<file path="src/rtl/core/buffer_pool_page_replacement_core_defines.svh">
// Assertion macros for the buffer pool core.
`ifndef BUFFER_POOL_PAGE_REPLACEMENT_CORE_DEFINES_SVH
`define BUFFER_POOL_PAGE_REPLACEMENT_CORE_DEFINES_SVH

// Implication checked at every clock edge outside reset.
`define BPR_ASSERT_IMP(label, ante, cons, msg) \
  label: assert property (@(posedge clk) disable iff (rst) (ante) |-> (cons)) \
    else $error(msg);

// Next-cycle implication checked outside reset.
`define BPR_ASSERT_NXT(label, ante, cons, msg) \
  label: assert property (@(posedge clk) disable iff (rst) (ante) |=> (cons)) \
    else $error(msg);

`endif

</file>
<file path="src/rtl/core/bpr_pkg.sv">
// ----------------------------------------------------------------------------
// Buffer pool package
// Shared types and codes for the buffer pool page replacement core.
// ----------------------------------------------------------------------------
`default_nettype none
package bpr_pkg;

  localparam logic       CMD_PIN   = 1'b0;
  localparam logic       CMD_UNPIN = 1'b1;

  localparam logic [1:0] POL_LRU   = 2'd0;
  localparam logic [1:0] POL_MRU   = 2'd1;
  localparam logic [1:0] POL_CLOCK = 2'd2;

  localparam logic [1:0] ST_DONE   = 2'd0;
  localparam logic [1:0] ST_FULL   = 2'd1;
  localparam logic [1:0] ST_MISS   = 2'd2;

  // Command as queued between front and back.
  typedef struct packed {
    logic        command;
    logic [15:0] page_number;
    logic        mark_dirty;
  } cmd_t;

  // Result of one command.
  typedef struct packed {
    logic [1:0]  status;
    logic        was_hit;
    logic [2:0]  frame_index;
    logic [7:0]  pins_now;
    logic        writeback_valid;
    logic [15:0] writeback_page;
  } res_t;

  typedef enum logic [2:0] {
    S_IDLE,
    S_LOOKUP,
    S_SCAN,
    S_CLOCK,
    S_APPLY,
    S_OUT
  } state_t;

endpackage
`default_nettype wire

</file>
<file path="src/rtl/core/bpr_front.sv">
// ----------------------------------------------------------------------------
// Buffer pool front end
// Accepts commands, unpacks them and holds them in a two-entry queue.
// ----------------------------------------------------------------------------
`default_nettype none
module bpr_front (
  input  wire logic          clk,
  input  wire logic          rst,
  input  wire logic          in_valid,
  output logic               in_ready,
  input  wire logic [17:0]   in_data,
  output logic               q_valid,
  input  wire logic          q_ready,
  output bpr_pkg::cmd_t      q_cmd
);

  bpr_pkg::cmd_t mem [2];
  logic          wptr;
  logic          rptr;
  logic [1:0]    count;

  assign in_ready = (count != 2'd2);
  assign q_valid  = (count != 2'd0);
  assign q_cmd    = mem[rptr];

  // Queue pointers and occupancy.
  always_ff @(posedge clk) begin
    if (rst) begin
      wptr  <= 1'b0;
      rptr  <= 1'b0;
      count <= 2'd0;
    end else begin
      if (in_valid && in_ready) wptr <= ~wptr;
      if (q_valid && q_ready) rptr <= ~rptr;
      count <= count + {1'b0, in_valid && in_ready} - {1'b0, q_valid && q_ready};
    end
  end

  // Store the unpacked command.
  always_ff @(posedge clk) begin
    if (in_valid && in_ready) begin
      mem[wptr].command     <= in_data[0];
      mem[wptr].page_number <= in_data[16:1];
      mem[wptr].mark_dirty  <= in_data[17];
    end
  end

endmodule
`default_nettype wire

</file>
<file path="src/rtl/core/bpr_back.sv">
// ----------------------------------------------------------------------------
// Buffer pool back end
// Looks up pages, scans for victims and updates the frame table.
// ----------------------------------------------------------------------------
`default_nettype none
module bpr_back #(
  parameter int NUM_FRAMES = 8
) (
  input  wire logic          clk,
  input  wire logic          rst,
  input  wire logic [1:0]    policy,
  input  wire logic          q_valid,
  output logic               q_ready,
  input  wire bpr_pkg::cmd_t q_cmd,
  output logic               res_valid,
  input  wire logic          res_ready,
  output bpr_pkg::res_t      res
);

  localparam int IW = (NUM_FRAMES > 1) ? $clog2(NUM_FRAMES) : 1;

  // Frame table.
  logic [NUM_FRAMES-1:0] fvalid;
  logic [NUM_FRAMES-1:0] fdirty;
  logic [NUM_FRAMES-1:0] fref;
  logic [15:0]           fpage  [NUM_FRAMES];
  logic [7:0]            fpins  [NUM_FRAMES];
  logic [31:0]           fstamp [NUM_FRAMES];
  logic [IW-1:0]         hand;
  logic [31:0]           useq;

  bpr_pkg::state_t state, state_next;
  bpr_pkg::cmd_t   cur;
  logic [IW-1:0]   idx;
  logic [IW+1:0]   steps;
  logic            found;
  logic [IW-1:0]   fidx;
  logic            have_empty;
  logic [IW-1:0]   empty_idx;
  logic            have_best;
  logic [IW-1:0]   best;
  logic [31:0]     best_stamp;
  logic            clk_any;

  logic [IW-1:0]   idx_inc;
  logic            idx_last;
  logic            cand;
  logic [IW-1:0]   tgt;
  logic [7:0]      pins_dec;
  logic [7:0]      pins_inc;
  logic [31:0]     stamp_next;
  bpr_pkg::res_t   res_apply;

  assign idx_last   = (idx == IW'(NUM_FRAMES - 1));
  assign idx_inc    = idx_last ? '0 : idx + 1'b1;
  assign cand       = fvalid[idx] && (fpins[idx] == 8'd0);
  assign tgt        = have_empty ? empty_idx : best;
  assign pins_dec   = (fpins[fidx] != 8'd0) ? fpins[fidx] - 8'd1 : 8'd0;
  assign pins_inc   = (fpins[fidx] != 8'd255) ? fpins[fidx] + 8'd1 : 8'd255;
  assign stamp_next = (useq != '1) ? useq + 32'd1 : useq;

  // Next-state logic.
  always_comb begin
    state_next = state;
    unique case (state)
      bpr_pkg::S_IDLE:   if (q_valid) state_next = bpr_pkg::S_LOOKUP;
      bpr_pkg::S_LOOKUP: if (idx_last) begin
        if (found || (fvalid[idx] && fpage[idx] == cur.page_number) ||
            cur.command == bpr_pkg::CMD_UNPIN)
          state_next = bpr_pkg::S_APPLY;
        else if (have_empty || !fvalid[idx])
          state_next = bpr_pkg::S_APPLY;
        else if (policy == bpr_pkg::POL_CLOCK)
          state_next = bpr_pkg::S_CLOCK;
        else
          state_next = bpr_pkg::S_SCAN;
      end
      bpr_pkg::S_SCAN:   if (idx_last) state_next = bpr_pkg::S_APPLY;
      bpr_pkg::S_CLOCK:
        if (!clk_any || (cand && !fref[idx]) || steps == (IW+2)'(2 * NUM_FRAMES))
          state_next = bpr_pkg::S_APPLY;
      bpr_pkg::S_APPLY:  state_next = bpr_pkg::S_OUT;
      bpr_pkg::S_OUT:    if (res_ready) state_next = bpr_pkg::S_IDLE;
      default:           state_next = bpr_pkg::S_IDLE;
    endcase
  end

  // Output logic.
  always_comb begin
    q_ready   = 1'b0;
    res_valid = 1'b0;
    unique case (state)
      bpr_pkg::S_IDLE: q_ready   = 1'b1;
      bpr_pkg::S_OUT:  res_valid = 1'b1;
      default: ;
    endcase
  end

  // Result of the command once the lookup and the victim search are done.
  always_comb begin
    res_apply = '0;
    if (found) begin
      res_apply.was_hit     = 1'b1;
      res_apply.frame_index = 3'(fidx);
      res_apply.pins_now    = (cur.command == bpr_pkg::CMD_UNPIN) ? pins_dec : pins_inc;
    end else if (cur.command == bpr_pkg::CMD_UNPIN) begin
      res_apply.status = bpr_pkg::ST_MISS;
    end else if (have_empty || have_best) begin
      res_apply.frame_index = 3'(tgt);
      res_apply.pins_now    = 8'd1;
      if (!have_empty && fdirty[best]) begin
        res_apply.writeback_valid = 1'b1;
        res_apply.writeback_page  = fpage[best];
      end
    end else begin
      res_apply.status = bpr_pkg::ST_FULL;
    end
  end

  always_ff @(posedge clk) begin
    if (rst) state <= bpr_pkg::S_IDLE;
    else     state <= state_next;
  end

  // Datapath: one frame visited per cycle.
  always_ff @(posedge clk) begin
    if (rst) begin
      fvalid <= '0;
      fdirty <= '0;
      fref   <= '0;
      hand   <= '0;
      useq   <= '0;
      for (int i = 0; i < NUM_FRAMES; i++) begin
        fpins[i]  <= 8'd0;
        fstamp[i] <= 32'd0;
      end
    end else begin
      unique case (state)
        bpr_pkg::S_IDLE: begin
          cur        <= q_cmd;
          idx        <= '0;
          found      <= 1'b0;
          have_empty <= 1'b0;
          have_best  <= 1'b0;
          clk_any    <= 1'b0;
          steps      <= '0;
        end
        bpr_pkg::S_LOOKUP: begin
          if (!found && fvalid[idx] && fpage[idx] == cur.page_number) begin
            found <= 1'b1;
            fidx  <= idx;
          end
          if (!have_empty && !fvalid[idx]) begin
            have_empty <= 1'b1;
            empty_idx  <= idx;
          end
          // Remember whether any frame could be evicted at all.
          if (cand) clk_any <= 1'b1;
          // The clock sweep starts at the hand, the stamp scan at frame 0.
          idx <= (idx_last && policy == bpr_pkg::POL_CLOCK) ? hand : idx_inc;
        end
        bpr_pkg::S_SCAN: begin
          if (cand && (!have_best ||
              (policy == bpr_pkg::POL_MRU ? fstamp[idx] > best_stamp
                                          : fstamp[idx] < best_stamp))) begin
            have_best  <= 1'b1;
            best       <= idx;
            best_stamp <= fstamp[idx];
          end
          idx <= idx_inc;
        end
        bpr_pkg::S_CLOCK: begin
          steps <= steps + 1'b1;
          if (!clk_any) begin
            hand <= '0;
          end else begin
            if (cand) begin
              if (fref[idx]) fref[idx] <= 1'b0;
              else begin
                have_best <= 1'b1;
                best      <= idx;
              end
            end
            hand <= idx_inc;
            idx  <= idx_inc;
          end
        end
        bpr_pkg::S_APPLY: begin
          res <= res_apply;
          if (found) begin
            if (cur.command == bpr_pkg::CMD_UNPIN) begin
              fdirty[fidx] <= cur.mark_dirty;
              fpins[fidx]  <= pins_dec;
            end else begin
              fpins[fidx]  <= pins_inc;
              fref[fidx]   <= 1'b1;
              fstamp[fidx] <= stamp_next;
              useq         <= stamp_next;
            end
          end else if (cur.command != bpr_pkg::CMD_UNPIN && (have_empty || have_best)) begin
            fvalid[tgt] <= 1'b1;
            fpage[tgt]  <= cur.page_number;
            fpins[tgt]  <= 8'd1;
            fdirty[tgt] <= 1'b0;
            fref[tgt]   <= 1'b1;
            fstamp[tgt] <= stamp_next;
            useq        <= stamp_next;
          end
        end
        default: ;
      endcase
    end
  end

endmodule
`default_nettype wire

</file>
<file path="src/rtl/core/buffer_pool_page_replacement_core.sv">
// Each command looks at every frame; after a hit, an empty frame or an unpin it goes on,
// else LRU/MRU rescans all frames or clock sweeps from the hand; one frame per cycle.
// Throughput: one command at a time through the back end; a two-entry queue in
// front takes new commands meanwhile.
// Reset (synchronous, rst high) empties all frames and sets policy to LRU.
// ----------------------------------------------------------------------------
// Buffer pool page replacement core
// Frame table with LRU, MRU and clock victim selection on stream ports.
// ----------------------------------------------------------------------------
`default_nettype none
`include "buffer_pool_page_replacement_core_defines.svh"
module buffer_pool_page_replacement_core #(
  parameter int NUM_FRAMES = 8
) (
  input  wire logic        clk,
  input  wire logic        rst,
  input  wire logic        cfg_valid,
  output logic             cfg_ready,
  input  wire logic [1:0]  cfg_data,
  input  wire logic        s_axis_tvalid,
  output logic             s_axis_tready,
  // command[0], page_number[16:1], mark_dirty[17], zero fill
  input  wire logic [23:0] s_axis_tdata,
  output logic             m_axis_tvalid,
  input  wire logic        m_axis_tready,
  // status[1:0], was_hit[2], frame_index[5:3], pins_now[13:6],
  // writeback_valid[14], writeback_page[30:15], zero fill
  output logic [31:0]      m_axis_tdata
);

  logic          q_valid;
  logic          q_ready;
  bpr_pkg::cmd_t q_cmd;
  bpr_pkg::res_t res;
  logic [1:0]    policy;

  assign cfg_ready = 1'b1;

  // Policy register.
  always_ff @(posedge clk) begin
    if (rst) policy <= bpr_pkg::POL_LRU;
    else if (cfg_valid) policy <= cfg_data;
  end

  bpr_front u_front (
    .clk      (clk),
    .rst      (rst),
    .in_valid (s_axis_tvalid),
    .in_ready (s_axis_tready),
    .in_data  (s_axis_tdata[17:0]),
    .q_valid  (q_valid),
    .q_ready  (q_ready),
    .q_cmd    (q_cmd)
  );

  bpr_back #(.NUM_FRAMES(NUM_FRAMES)) u_back (
    .clk       (clk),
    .rst       (rst),
    .policy    (policy),
    .q_valid   (q_valid),
    .q_ready   (q_ready),
    .q_cmd     (q_cmd),
    .res_valid (m_axis_tvalid),
    .res_ready (m_axis_tready),
    .res       (res)
  );

  assign m_axis_tdata = {1'b0, res.writeback_page, res.writeback_valid, res.pins_now,
                         res.frame_index, res.was_hit, res.status};

  `BPR_ASSERT_IMP(a_miss_no_hit, m_axis_tvalid && res.status != bpr_pkg::ST_DONE,
    !res.was_hit && !res.writeback_valid, "failed command reports a hit")
  `BPR_ASSERT_NXT(a_out_hold, m_axis_tvalid && !m_axis_tready,
    m_axis_tvalid && $stable(m_axis_tdata), "result changed while stalled")
  `BPR_ASSERT_IMP(a_wb_miss, m_axis_tvalid && res.writeback_valid,
    !res.was_hit && res.pins_now == 8'd1, "writeback on a hit")

endmodule
`default_nettype wire

</file>
<file path="config.mk">
export PLATFORM = sky130hd
export DESIGN_NAME = buffer_pool_page_replacement_core
export DESIGN_NICKNAME = d
export VERILOG_FILES = /design/src/rtl/core/bpr_pkg.sv /design/src/rtl/core/bpr_front.sv /design/src/rtl/core/bpr_back.sv /design/src/rtl/core/buffer_pool_page_replacement_core.sv
export VERILOG_INCLUDE_DIRS = /design/src /design/src/rtl/core
export SDC_FILE = /design/constraint.sdc
export NUM_CORES = 1
export LEC_CHECK = 0
export ABC_AREA = 1
export BUFFER_PORTS_ARGS = -buffer_cell sky130_fd_sc_hd__buf_2
export CAP_MARGIN = 30
export CORE_UTILIZATION = 45
export DETAILED_ROUTE_END_ITERATION = 10
export PLACE_DENSITY = 0.63
export SYNTH_ARGS = -nofsm -noshare
export SYNTH_HDL_FRONTEND = slang
export SYNTH_HIERARCHICAL = 1
export SYNTH_SLANG_ARGS = --single-unit
</file>
<file path="constraint.sdc">
create_clock -name clk -period 11.3 [get_ports clk]
set_clock_uncertainty 0.15 [all_clocks]
set_input_delay 0.565 -clock clk [delete_from_list [all_inputs] [get_ports clk]]
set_output_delay 0.565 -clock clk [all_outputs]
set_load 0.01 [all_outputs]
</file>
# --- After elaboration in Yosys (flattened, before gate mapping) ---
# Memories as Yosys holds them, arrays and structs flattened. A register that Yosys moved wholly into a read port is not among the register bits.
# Cells that the tools add are included.
word_totals:
  regBits: 152
  ramBits: 484
  inputBits: 31
  output_inout_bits: 35
  word_cells: 264
  mem_count: 4
memory_table:
  columns: ["memory", "depth", "width", "rd", "rd_ports_with_merged_regs", "write_ports", "line_no", "rtl"]
  rows:
  - ["u_back.fstamp", 8, 32, 1, 1, 8, "bpr_back.sv:28", "logic [31:0] fstamp [NUM_FRAMES];"]
  - ["u_back.fpage", 8, 16, 2, 2, 1, "bpr_back.sv:26", "logic [15:0] fpage [NUM_FRAMES];"]
  - ["u_back.fpins", 8, 8, 2, 2, 8, "bpr_back.sv:27", "logic [7:0] fpins [NUM_FRAMES];"]
  - ["u_front.mem", 2, 18, 1, 1, 1, "bpr_front.sv:17", "bpr_pkg::cmd_t mem [2];"]
classes:
  n_addsub: 7
  order_cmp: 9
  eq_ne: 30
  mux: 109
  bitwise: 15
  n_reduce_logical: 63
ops:
  columns: ["operator", "n"]
  rows:
  - ["32-bit 2-to-1 mux", 6]
  - ["8-bit 2-to-1 mux", 15]
  - ["3-bit 2-to-1 mux", 25]
  - ["32-bit OR reduction", 2]
  - ["28-bit 2-to-1 mux", 2]
  - ["1-bit 2-to-1 mux", 42]
  - ["32-bit by 1-bit adder with 32-bit output, second input constant", 1]
  - ["32-bit > comparator", 1]
  - ["32-bit less-than comparator", 1]
  - ["32-bit inequality test, second input constant", 1]
  - ["3-bit AND reduction", 10]
  - ["8-bit bitwise OR", 3]
  - ["2-bit by 1-bit inequality test with 1-bit output, second input constant", 11]
  - ["3-bit one-hot mux with 6 select lines", 1]
  - ["6-bit AND reduction", 3]
  - ["17-bit 2-to-1 mux", 1]
  - ["8-bit AND", 2]
  - ["16-bit == test", 1]
  - ["3-bit by 4-bit less-than comparator with 1-bit output, second input constant", 4]
  - ["8-bit NOT", 2]
  - ["8-bit one-hot mux with 2 select lines", 1]
  - ["8-bit OR reduction", 2]
  - ["1-bit logical AND", 15]
  - ["3-bit one-hot mux with 4 select lines", 1]
  - ["41 further kinds", 80]

# --- Longest topological paths before layout ---
# Gate-level depths: netlist (run 1).
logic_depth:
  word_depth: 10
  mapped_depth: 27
  depth_no_buf: 23

# --- Modules after synthesis ---
# The synthesis (run 1) kept the hierarchy.
by_module_without_submodules:
  columns: ["module", "instances", "cells_per_inst", "area_each_um2", "seq_area_each_um2"]
  rows:
  - ["bpr_back", 1, 3233, 29904.9, 17937.2]
  - ["bpr_front", 1, 92, 1602.8, 1181.1]
  - ["buffer_pool_page_replacement_core", 1, 17, 103.8, 40.0]

# --- Worst setup path after synthesis (run 1) ---
# OpenSTA, ideal clock, no wires.
synth_path:
  kind: "flip-flop to flip-flop"
  startpoint: "register with a tool-made name"
  endpoint: "register u_back.best_stamp[0] (read register of u_back.fstamp), enable pin"
  setup_ns: 0.461
  arrival_ns: 5.068
  t_required_ns: 10.689
  path_slack_ns: 5.621
  stages_incl_launch_ff: 20
  n_path_buf: 5
  synth_period_minus_slack_ns: 5.679
  path_cell_list: "dfxtp_1 inv_1 buf_2 buf_2 buf_2 clkbuf_1 clkbuf_1 nor2_1 o22ai_1 nor2_1 a31oi_1 ha_1 a21oi_1 o21a_1 a21oi_1 nor3_1 nand3_1 nand3_1 nand2_1 nor3_1"
synth_lines:
  columns: ["item", "line_no", "rtl"]
  rows:
  - ["end: declaration", "bpr_back.sv:42", "logic [31:0] best_stamp;"]

==> results of run 1 <==
-- power groups by stage --
stage                     combinational, W  sequential (W)  clock (W)
final                              0.00162         0.00309    0.00226
after global routing               0.00181         0.00312    0.00238
after CTS                          0.00161         0.00309    0.00229
after detailed placement           0.00160         0.00314          0
after global placement             0.00155         0.00315          0
after floorplan                    0.00119         0.00303          0
-- Yosys cell counts (9+ instances only) --
| master | n |
|---|---|
| o22ai_1 | 51 |
| edfxtp_1 | 586 |
| nor3_1 | 39 |
| a21oi_1 | 149 |
| nor2_1 | 792 |
| clkinv_1 | 11 |
| nand3_1 | 113 |
| nor4_1 | 12 |
| nand2_1 | 437 |
| mux2_4 | 10 |
| ha_1 | 40 |
| xor2_1 | 21 |
| o21ai_0 | 334 |
| a31oi_1 | 39 |
| inv_1 | 279 |
| nand3b_1 | 9 |
| nand4_1 | 44 |
| dfxtp_1 | 78 |
| clkbuf_1 | 116 |
| o211ai_1 | 21 |
| inv_2 | 13 |
| buf_2 | 36 |
| o21ai_1 | 12 |
| o21a_1 | 9 |
-- logic make-up (layout without fill, tap and decap cells) --
family	count (synthesis)	after routing	share of synthesized area
AND/OR/NAND/NOR	1481	1481	0.193
flip-flops	664	664	0.606
AO/OA/AOI/OAI	637	637	0.110
buffers and inverters	469	559	0.0583
adder cells (fa/ha/maj)	40	40	0.0158
XOR/XNOR	30	30	0.00926
multiplexers	19	19	0.00792
other	2	2	0.000238
-- stage by stage --
step / std cells / cell area, um2 / power [W] / setup WS (ns)
after floorplan: 3342 / 31600 / 0.00422 / 5.62
after global placement: 4200 / 32700 / 0.00471 / 5.42
after detailed placement: 4212 / 32900 / 0.00474 / 5.37
after CTS: 4363 / 35300 / 0.00699 / 5.32
after global routing: 4363 / 35300 / 0.00730 / 5.07
final: 4363 / 35300 / 0.00697 / 5.39
-- final cells by class --
cell class / count / area (um2) / share of cell area
clock buffers: 106 / 2020 / 0.0572
clock inverters: 27 / 231 / 0.00655
inverters: 304 / 1150 / 0.0325
multi-input cells: 2209 / 10700 / 0.302
flip-flops and latches: 664 / 19200 / 0.542
well taps: 931 / 1160 / 0.0330
repair buffers: 122 / 936 / 0.0265
-- flip-flops by register name (all words and copies together) (netlist names), 8 cells and up, named ones only --
name,count
u_back/useq,32
u_back/fpage,128
u_back/fvalid,8
u_back/fdirty,8
u_back/best_stamp,32
u_front/mem,36
u_back/cur,18
u_back/fstamp,256
u_back/res,31
u_back/fref,8
u_back/fpins,64
-- metal layers --
metal,part of all wire,routed length (um),track usage,vias up
li1,-,-,-,11500
met2,0.46,38600,0.376,826
met5,0,0,0,-
met1,0.45,37700,0.331,11400
met3,0.063,5250,0.0280,143
met4,0.024,2040,0.0760,0
-- repair_timing --
action | CTS | global route
hold endpoints to repair | 36 | 0
hold buffers | 18 | 0
setup buffers | 0 | 0
-- worst min-delay path by stage --
stage | slack [ns] | cells after the start | startpoint | to
after floorplan | 0.28 | 2 | u_back/fvalid[1]$_SDFFE_PP0P_ | u_back/fvalid[1]$_SDFFE_PP0P_
after global placement | 0.29 | 2 | u_back/fvalid[7]$_SDFFE_PP0P_ | u_back/fvalid[7]$_SDFFE_PP0P_
after detailed placement | 0.30 | 2 | u_back/fvalid[7]$_SDFFE_PP0P_ | u_back/fvalid[7]$_SDFFE_PP0P_
after CTS | 0.03 | 3 | cfg_valid | policy[1]$_SDFFE_PP0P_
after global routing | 0.07 | 3 | cfg_valid | policy[1]$_SDFFE_PP0P_
final | 0.06 | 3 | cfg_valid | policy[1]$_SDFFE_PP0P_
-- critical path, cell delays in order, from the launching register on --
cell,delay [ns]
dfxtp_4,0.82
clkinv_2,0.93
buf_4,0.65
nor2_1,0.17
o21ai_0,0.09
a31oi_1,0.31
ha_1,0.32
a21oi_1,0.13
o21ai_0,0.09
nand2_1,0.06
a21oi_1,0.09
nor3_1,0.65
nand3_1,0.15
nand3_1,0.16
nand2_1,0.10
nor3_2,0.11
buf_4,0.47
==> out/results.tsv, run 1 <==
metric	value	unit
Routed Wire Length	83.6	mm
# IOs	66	
die width	267	um
Sw Pwr	0.00226	W
wire per inst	19.2	um
final period utilization	0.523	
reg-to-reg endpoint	u_back/best_stamp[29]$_DFFE_PP_	
Via Count	23900	
CTS tree	built	
antenna violations before repair	0	
Initial Util	0.458	
post-route ant nets	0	
share of layout cells above drive strength 1	0.0897	
DRC errors left	0	
Area Growth Syn to Fin	11.8	%
Clk Latency, worst-skew pair	0.62	ns
Post-Syn Instances	3342	
internal power	0.00470	W
post-layout min period	5.91	ns
Iteration-0 DRC Markers	2307	
Switching Share	0.325	
unrepaired setup endpoints after global routing	no	
vias in the first global route	22400	
r2r setup slk	5.39	ns
# fillers	6192	
CP Data Required Time	11.39	ns
Final setup viols	0	
maxcap violations	0	
NumNets Final	3444	
Port Buffer Count	57	
clock buffer depth	3	
Arr. time, crit path	6.00	ns
Seq pwr share	0.444	
Final HPWL DP	50.2	mm
Post-synth EDFFs	586	
most common cell after layout, fill and taps aside	nor2_1	
CP Class	reg2reg	
final setup TNS	0	ns
Cell Rows	96	
status	completed	
share of the yosys chip area belonging to registers	0.606	
Avg Synthesized Cell Area	9.46	um2
Finished Core Util	0.512	
Syn Std Cell Area	31600	um2
Total Routing Usage GR	0.234	
worst setup path end	u_back/best_stamp[29]$_DFFE_PP_	
Main synth FF type	edfxtp_1	
Slew HR	0.338	
Clk pwr share	0.324	
PwrDens	197	nW/um2
HP Class	in2reg	
RD Place Congestion	0.876	
Congestion Overflow GR	0	
Num CTS Buffers	72	
worst-path maximum fanout	51	
antenna cells	0	
fmax	169	MHz
Sinks on Clock Net	664	
Final Max Tran Viols	0	
commonest cells after routing, fill and taps aside	nor2_1 (783), edfxtp_1 (586), nand2_1 (429), o21ai_0 (334), inv_1 (277)	
Hold WS	0.0558	ns
Clock transition at path regs	0.06	ns
Mapped Nets	3413	
Syn. warnings	6	
drt first pass iters	5	
root buffer cell	clkbuf_16	
VDD IR max	0.000103	V
area share of the largest cell type after synthesis	0.557	
core area	69100	um2
H-tree levels	3	
final hold violation count	0	
Worst R2R Path Depth	16	
Synth area leaders	edfxtp_1 (56%), nor2_1 (9.4%), o21ai_0 (5.3%), nand2_1 (5.2%), dfxtp_1 (4.9%)	
#FFs+latches synth	664	
vias per cell	5.47	
Synth area leader	edfxtp_1	
Async S/R FF share, synth	0	
DIE AREA	71300	um2
global-route wire length before repair	128	mm
Leakage	13.2	nW
post-synthesis cell type count	56	
Chip Height	267	um
Comb pwr share	0.232	
post-cts resize count	0	
largest net degree at the start of global routing	82	
Worst-Margin Slew	0.992	ns
Setup crit end kind	flop	
Setup crit start kind	flop	
(Power assumes the default switching activity.)
==> run 2, diff against run 1 <==
- ABC_AREA: 1 -> 0
- PLACE_DENSITY: 0.63 -> 0.66
- clock period: 11.3 -> 4.7 ns (I/O delays scaled with it)
==> out/results.tsv, run 2 <==
metric	value	unit	change
DRC errors left	0		unchanged
drt first pass iters	5		unchanged
CP max-delay cell	mux4_2		
crit path cell chain	buf_12, buf_12, mux4_2, mux2_2, ha_1, nand4_1, nor3_1, a221oi_1, o211ai_1, or3_1, a311o_1, nor3_4, buf_12, clkbuf_16		
placed instance count	3059		-27%
DIE AREA	68400	um2	-4.0%
Largest Register	u_back/fstamp		
Cell Rows	94		-2.1%
worst-path maximum fanout	16		-69%
Initial Util	0.458		about the same
count leader, synth	edfxtp_1		
Post-synth EDFFs	586		unchanged
CP dominant cell by count	buf_12		
Leakage	11.8	nW	-11%
PwrDens	475	nW/um2	+140%
commonest cells after routing, fill and taps aside	edfxtp_1 (586), nor2_1 (444), mux4_2 (141), nand2_1 (84), clkbuf_16 (76)		
worst setup path end	u_back/best_stamp[31]$_DFFE_PP_		
#FFs+latches synth	664		unchanged
Avg Synthesized Cell Area	13.9	um2	+46%
Final Max Tran Viols	0		unchanged
Iteration-0 DRC Markers	1666		-28%
Port Buffer Count	57		unchanged
NumNets Final	2373		-31%
post-layout min period	4.60	ns	-1.31 ns
max reg flops	256		unchanged
Total Routing Usage GR	0.216		-0.0185
Largest regs	u_back/fstamp (256), u_back/fpage (128), u_back/fpins (64)		
vias in the first global route	18800		-16%
CP max stage delay	0.50	ns	-0.43 ns
Clk Latency, worst-skew pair	0.62	ns	about the same
die width	262	um	-2.0%
Worst-Margin Slew	1.10	ns	+0.110 ns
Clock transition at path regs	0.06	ns	about the same
Congestion Overflow GR	0		unchanged
largest net degree at the start of global routing	58		-29%
Slew HR	0.260		-0.0780
core area	66200	um2	-4.1%
Num CTS Buffers	71		-1.4%
wire per inst	22.8	um	+19%
antenna violations before repair	2		+2
VDD IR max	0.000346	V	+240%
r2r setup slk	0.1	ns	-5.29 ns
Sinks on Clock Net	664		unchanged
# IOs	66		unchanged
reg-to-reg endpoint	u_back/best_stamp[31]$_DFFE_PP_		
final period utilization	0.979		+0.456
share of the yosys chip area belonging to registers	0.632		+0.0258
Final HPWL DP	44.4	mm	-11%
Area Growth Syn to Fin	14.1	%	
Arr. time, crit path	4.77	ns	-1.23 ns
antenna cells	0		unchanged
Layout Cells excl Fill	3218		-26%
Worst R2R Path Depth	14		-2
post-route ant nets	0		unchanged
final hold violation count	0		unchanged
Chip Height	262	um	-2.0%
H-tree levels	3		unchanged
status	completed		
Post-Syn Instances	2189		-35%
global-route wire length before repair	111	mm	-14%
Setup crit end kind	flop		
post-synthesis cell type count	75		+34%
RD Place Congestion	0.850		-2.9%
Setup crit start kind	flop		
final setup TNS	0	ns	unchanged
fmax	217	MHz	+28%
CTS tree	built		
area share of the largest cell type after synthesis	0.580		+0.0237
vias per cell	5.85		+7.1%
Routed Wire Length	73.3	mm	-12%
maxcap violations	0		unchanged
Syn Std Cell Area	30300	um2	-4.1%
Synth area leaders	edfxtp_1 (58%), mux4_2 (10%), nor2_1 (5.5%), dfxtp_1 (5.1%), mux2i_1 (2.0%)		
clock buffer depth	3		unchanged
Via Count	18800		-21%
Syn. warnings	6		unchanged
root buffer cell	clkbuf_16		
Synth area leader	edfxtp_1		
Mapped Nets	2260		-34%
CP Class	reg2reg		
Async S/R FF share, synth	0		unchanged
Main synth FF type	edfxtp_1		
HP Class	in2reg		
# fillers	5385		-13%
Final setup viols	0		unchanged
synth cell count leaders	edfxtp_1 (586), nor2_1 (444), mux4_2 (141)		
share of layout cells above drive strength 1	0.191		+0.101
most common cell after layout, fill and taps aside	edfxtp_1		
CP Data Required Time	4.87	ns	-6.52 ns
==> run 2: changes by cell type after synthesis, moves of 25 or more <==
cell | before | now
mux2_2 | 8 | 45
mux4_2 | 0 | 141
nor2_1 | 792 | 444
nand3_1 | 113 | 31
nand2_1 | 437 | 84
o22ai_1 | 51 | 1
clkbuf_1 | 116 | 90
mux2i_1 | 1 | 62
inv_1 | 279 | 55
a21oi_1 | 149 | 51
a31oi_1 | 39 | 9
xnor2_1 | 5 | 53
o21ai_0 | 334 | 42
nand4_1 | 44 | 19
==> run 2: power by group <==
| group | internal [W] | total [W] | switching, W |
|---|---|---|---|
| Clock | 0.00320 | 0.00548 | 0.00228 |
| Combinational | 0.00164 | 0.00362 | 0.00198 |
| Sequential | 0.00696 | 0.00731 | 0.000351 |
==> run 2: final cells by class <==
type	instances	area, um2	area share
Timing Repair Buffer	166	1350	0.0389
Clock inverter	33	345	0.00998
Tap cell	864	1080	0.0313
Multi-Input combinational cell	1344	10500	0.304
Clock buffer	92	1930	0.0558
Inverter	55	206	0.00597
Sequential cell	664	19200	0.554
==> run 2: cell families after synthesis <==
group           share of synthesized area
flops                               0.632
simple gates                        0.112
xor+xnor                           0.0234
compound gates                     0.0439
buf+inv                            0.0240
fa+ha+maj                          0.0165
mux                                 0.149
other cells                      0.000248
==> run 2: worst min path at each step <==
stage	slack, ns	to	cells after the start	startpoint
4_1_cts	0.16	u_front/mem[0][16]$_DFFE_PP_	2	s_axis_tdata[16]
6_report	0.19	u_front/mem[0][9]$_DFFE_PP_	2	s_axis_tdata[9]
3_3_place_gp	0.27	u_front/mem[0][10]$_DFFE_PP_	1	s_axis_tdata[10]
3_5_place_dp	0.28	u_front/mem[1][10]$_DFFE_PP_	1	s_axis_tdata[10]
2_1_floorplan	0.15	u_front/wptr$_SDFFE_PP0P_	1	rst
5_1_grt	0.18	u_front/mem[1][4]$_DFFE_PP_	2	s_axis_tdata[4]
==> run 2: timing repair <==
item	CTS	global route
endpoints found under the hold margin	48	0
resized for setup	0	2
setup endpoints to repair	0	32
buffers inserted	0	3
hold buffers	25	0
==> run 2: worst max-delay path: cells and delay by family (launching register included) <==
family	cells	cell delay, ns
AO/OA/AOI/OAI	3	1.06
adder cells (fa/ha/maj)	1	0.30
buffers and inverters	4	0.67
flip-flops	1	0.44
multiplexers	2	0.81
AND/OR/NAND/NOR	4	0.86
==> run 2: through the flow <==
stage | setup WS [ns] | instance area [um2] | utilization | total power (W) | hold WS [ns]
2_1_floorplan | -0.195 | 30500 | - | 0.00997 | 0.154
3_3_place_gp | 0.209 | 31900 | 0.482 | 0.0109 | 0.273
3_5_place_dp | 0.104 | 31900 | 0.482 | 0.0110 | 0.276
4_1_cts | 0.0852 | 34500 | 0.520 | 0.0165 | 0.162
5_1_grt | -0.00257 | 34600 | 0.522 | 0.0171 | 0.178
6_report | 0.0979 | 34600 | 0.522 | 0.0164 | 0.194
==> run 2: per-layer routing <==
layer / vias to the layer above / track usage / part of all wire
met3: 122 / 0.0573 / 0.087
met1: 9463 / 0.287 / 0.42
met5: - / 0 / 0.00018
met4: 2 / 0.0643 / 0.021
met2: 786 / 0.348 / 0.48
li1: 8464 / - / -
==> run 3, diff against run 2 <==
- MAX_ROUTING_LAYER: default -> met4
==> out/results.tsv, run 3 (same netlist as run 2, synthesis figures left out) <==
metric	value	unit	change
status	completed		
H-tree levels	3		unchanged
Iteration-0 DRC Markers	1697		+1.9%
max reg flops	256		unchanged
post-layout min period	4.57	ns	-0.0339 ns
CP Data Required Time	4.87	ns	about the same
vias per cell	5.86		+0.10%
Worst R2R Path Depth	15		+1
# IOs	66		unchanged
# fillers	5384		-0.019%
Setup crit end kind	flop		
RD Place Congestion	0.864		+1.6%
Initial Util	0.458		unchanged
Final Max Tran Viols	0		unchanged
Cell Rows	94		unchanged
hold depth	2		unchanged
wire per inst	22.8	um	about the same
Leakage	11.8	nW	unchanged
VDD IR max	0.000345	V	-0.21%
PwrDens	474	nW/um2	about the same
Total Routing Usage GR	0.223		+0.00701
CP max-delay cell	mux4_2		
Largest Register	u_back/fstamp		
CTS tree	built		
most common cell after layout, fill and taps aside	edfxtp_1		
Worst-Margin Slew	1.07	ns	-0.0330 ns
worst-path maximum fanout	16		unchanged
final hold violation count	0		unchanged
final setup TNS	0	ns	unchanged
Final HPWL DP	44.4	mm	unchanged
CP max stage delay	0.49	ns	about the same
antenna violations before repair	2		unchanged
Largest regs	u_back/fstamp (256), u_back/fpage (128), u_back/fpins (64)		
largest net degree at the start of global routing	58		unchanged
Setup crit start kind	flop		
core area	66200	um2	unchanged
commonest cells after routing, fill and taps aside	edfxtp_1 (586), nor2_1 (444), mux4_2 (141), nand2_1 (84), clkbuf_16 (76)		
root buffer cell	clkbuf_16		
Final setup viols	0		unchanged
Clk Latency, worst-skew pair	0.62	ns	about the same
Slew HR	0.282		+0.0222
Arr. time, crit path	4.73	ns	-0.04 ns
Area Growth Syn to Fin	14.1	%	about the same
drt first pass iters	7		+2
NumNets Final	2373		unchanged
Port Buffer Count	57		unchanged
Routed Wire Length	73.3	mm	about the same
Finished Core Util	0.522		about the same
post-route ant nets	0		unchanged
Via Count	18900		+0.13%
Clock transition at path regs	0.06	ns	about the same
die width	262	um	unchanged
Chip Height	262	um	unchanged
Sinks on Clock Net	664		unchanged
final period utilization	0.972		-0.00721
HP Class	in2reg		
maxcap violations	0		unchanged
DRC errors left	0		unchanged
CP Class	reg2reg		
Congestion Overflow GR	0		unchanged
CP dominant cell by count	buf_12		
Num CTS Buffers	71		unchanged
global-route wire length before repair	111	mm	about the same
share of layout cells above drive strength 1	0.191		unchanged
crit path cell chain	buf_12, buf_12, mux4_2, mux2_2, ha_1, nand4_1, buf_4, nor4_1, buf_4, o31a_1, o211ai_1, a311o_1, nor3_4, buf_12, clkbuf_16		
vias in the first global route	18800		+0.12%
DIE AREA	68400	um2	unchanged
fmax	219	MHz	+0.74%
clock buffer depth	3		unchanged
[run 3: cell count changes in the layout (fill, tap and decap cells not counted), sizes merged]
cell,previous run,this run
diode,0,1
[run 3: path summary, 6_finish.rpt]
path | slack, ns | to | startpoint
min | 0.19 | u_front/mem[1][16]$_DFFE_PP_ | s_axis_tdata[16]
max | 0.13 | u_back/best_stamp[4]$_DFFE_PP_ | flop
min reg2reg | 0.30 | u_back/fvalid[6]$_SDFFE_PP0P_ | u_back/fvalid[6]$_SDFFE_PP0P_
max reg2reg | 0.13 | u_back/best_stamp[4]$_DFFE_PP_ | flop
[run 3: repair_timing]
item	4_1_cts	5_1_grt
endpoints found under the setup margin	0	32
resized for setup	0	2
setup buffers	0	3
hold buffers	25	0
endpoints found under the hold margin	48	0
[run 3: critical path: cells and delay by family (launching register included)]
family                     cells  cell delay, ns
AOI/OAI and AO/OA              3            0.82
adders and majority gates      1            0.32
buffers and inverters          6            1.04
DFF                            1            0.43
muxes                          2            0.79
and+or+nand+nor                3            0.69
[run 3: power by group]
part / leakage [nW] / switching [W] / internal [W] / total, W
Combinational: 4.30 / 0.00198 / 0.00164 / 0.00363
Clock: 1.11 / 0.00228 / 0.00320 / 0.00548
Sequential: 6.39 / 0.000351 / 0.00696 / 0.00731
Total: 11.8 / 0.00461 / 0.0118 / 0.0164
[run 3: cell type report]
class                           instances  area (um2)  area share
Tap cell                              864        1080      0.0313
Clock buffer                           92        1930      0.0558
Multi-Input combinational cell       1344       10500       0.304
Sequential cell                       664       19200       0.554
Antenna cell                            1        2.50   0.0000723
Clock inverter                         33         345     0.00998
Timing Repair Buffer                  166        1350      0.0389
Inverter                               55         206     0.00597
[run 3: metal layers]
layer  GRT usage  share of wire  vias to the layer above
met1       0.287           0.41                     9497
met3      0.0573          0.091                      113
met2       0.348           0.48                      780
met5           -              0                        -
met4      0.0643          0.020                        0
li1            -              -                     8472
[run 3: stage by stage]
step	setup slack [ns]	total power, W	cells	hold slack [ns]	area (um2)
2_1_floorplan	-0.195	0.00997	2189	0.154	30500
3_3_place_gp	0.209	0.0109	3057	0.273	31900
3_5_place_dp	0.104	0.0110	3059	0.276	31900
4_1_cts	0.0852	0.0165	3209	0.162	34500
5_1_grt	-0.00287	0.0171	3219	0.178	34600
6_report	0.132	0.0164	3219	0.193	34600
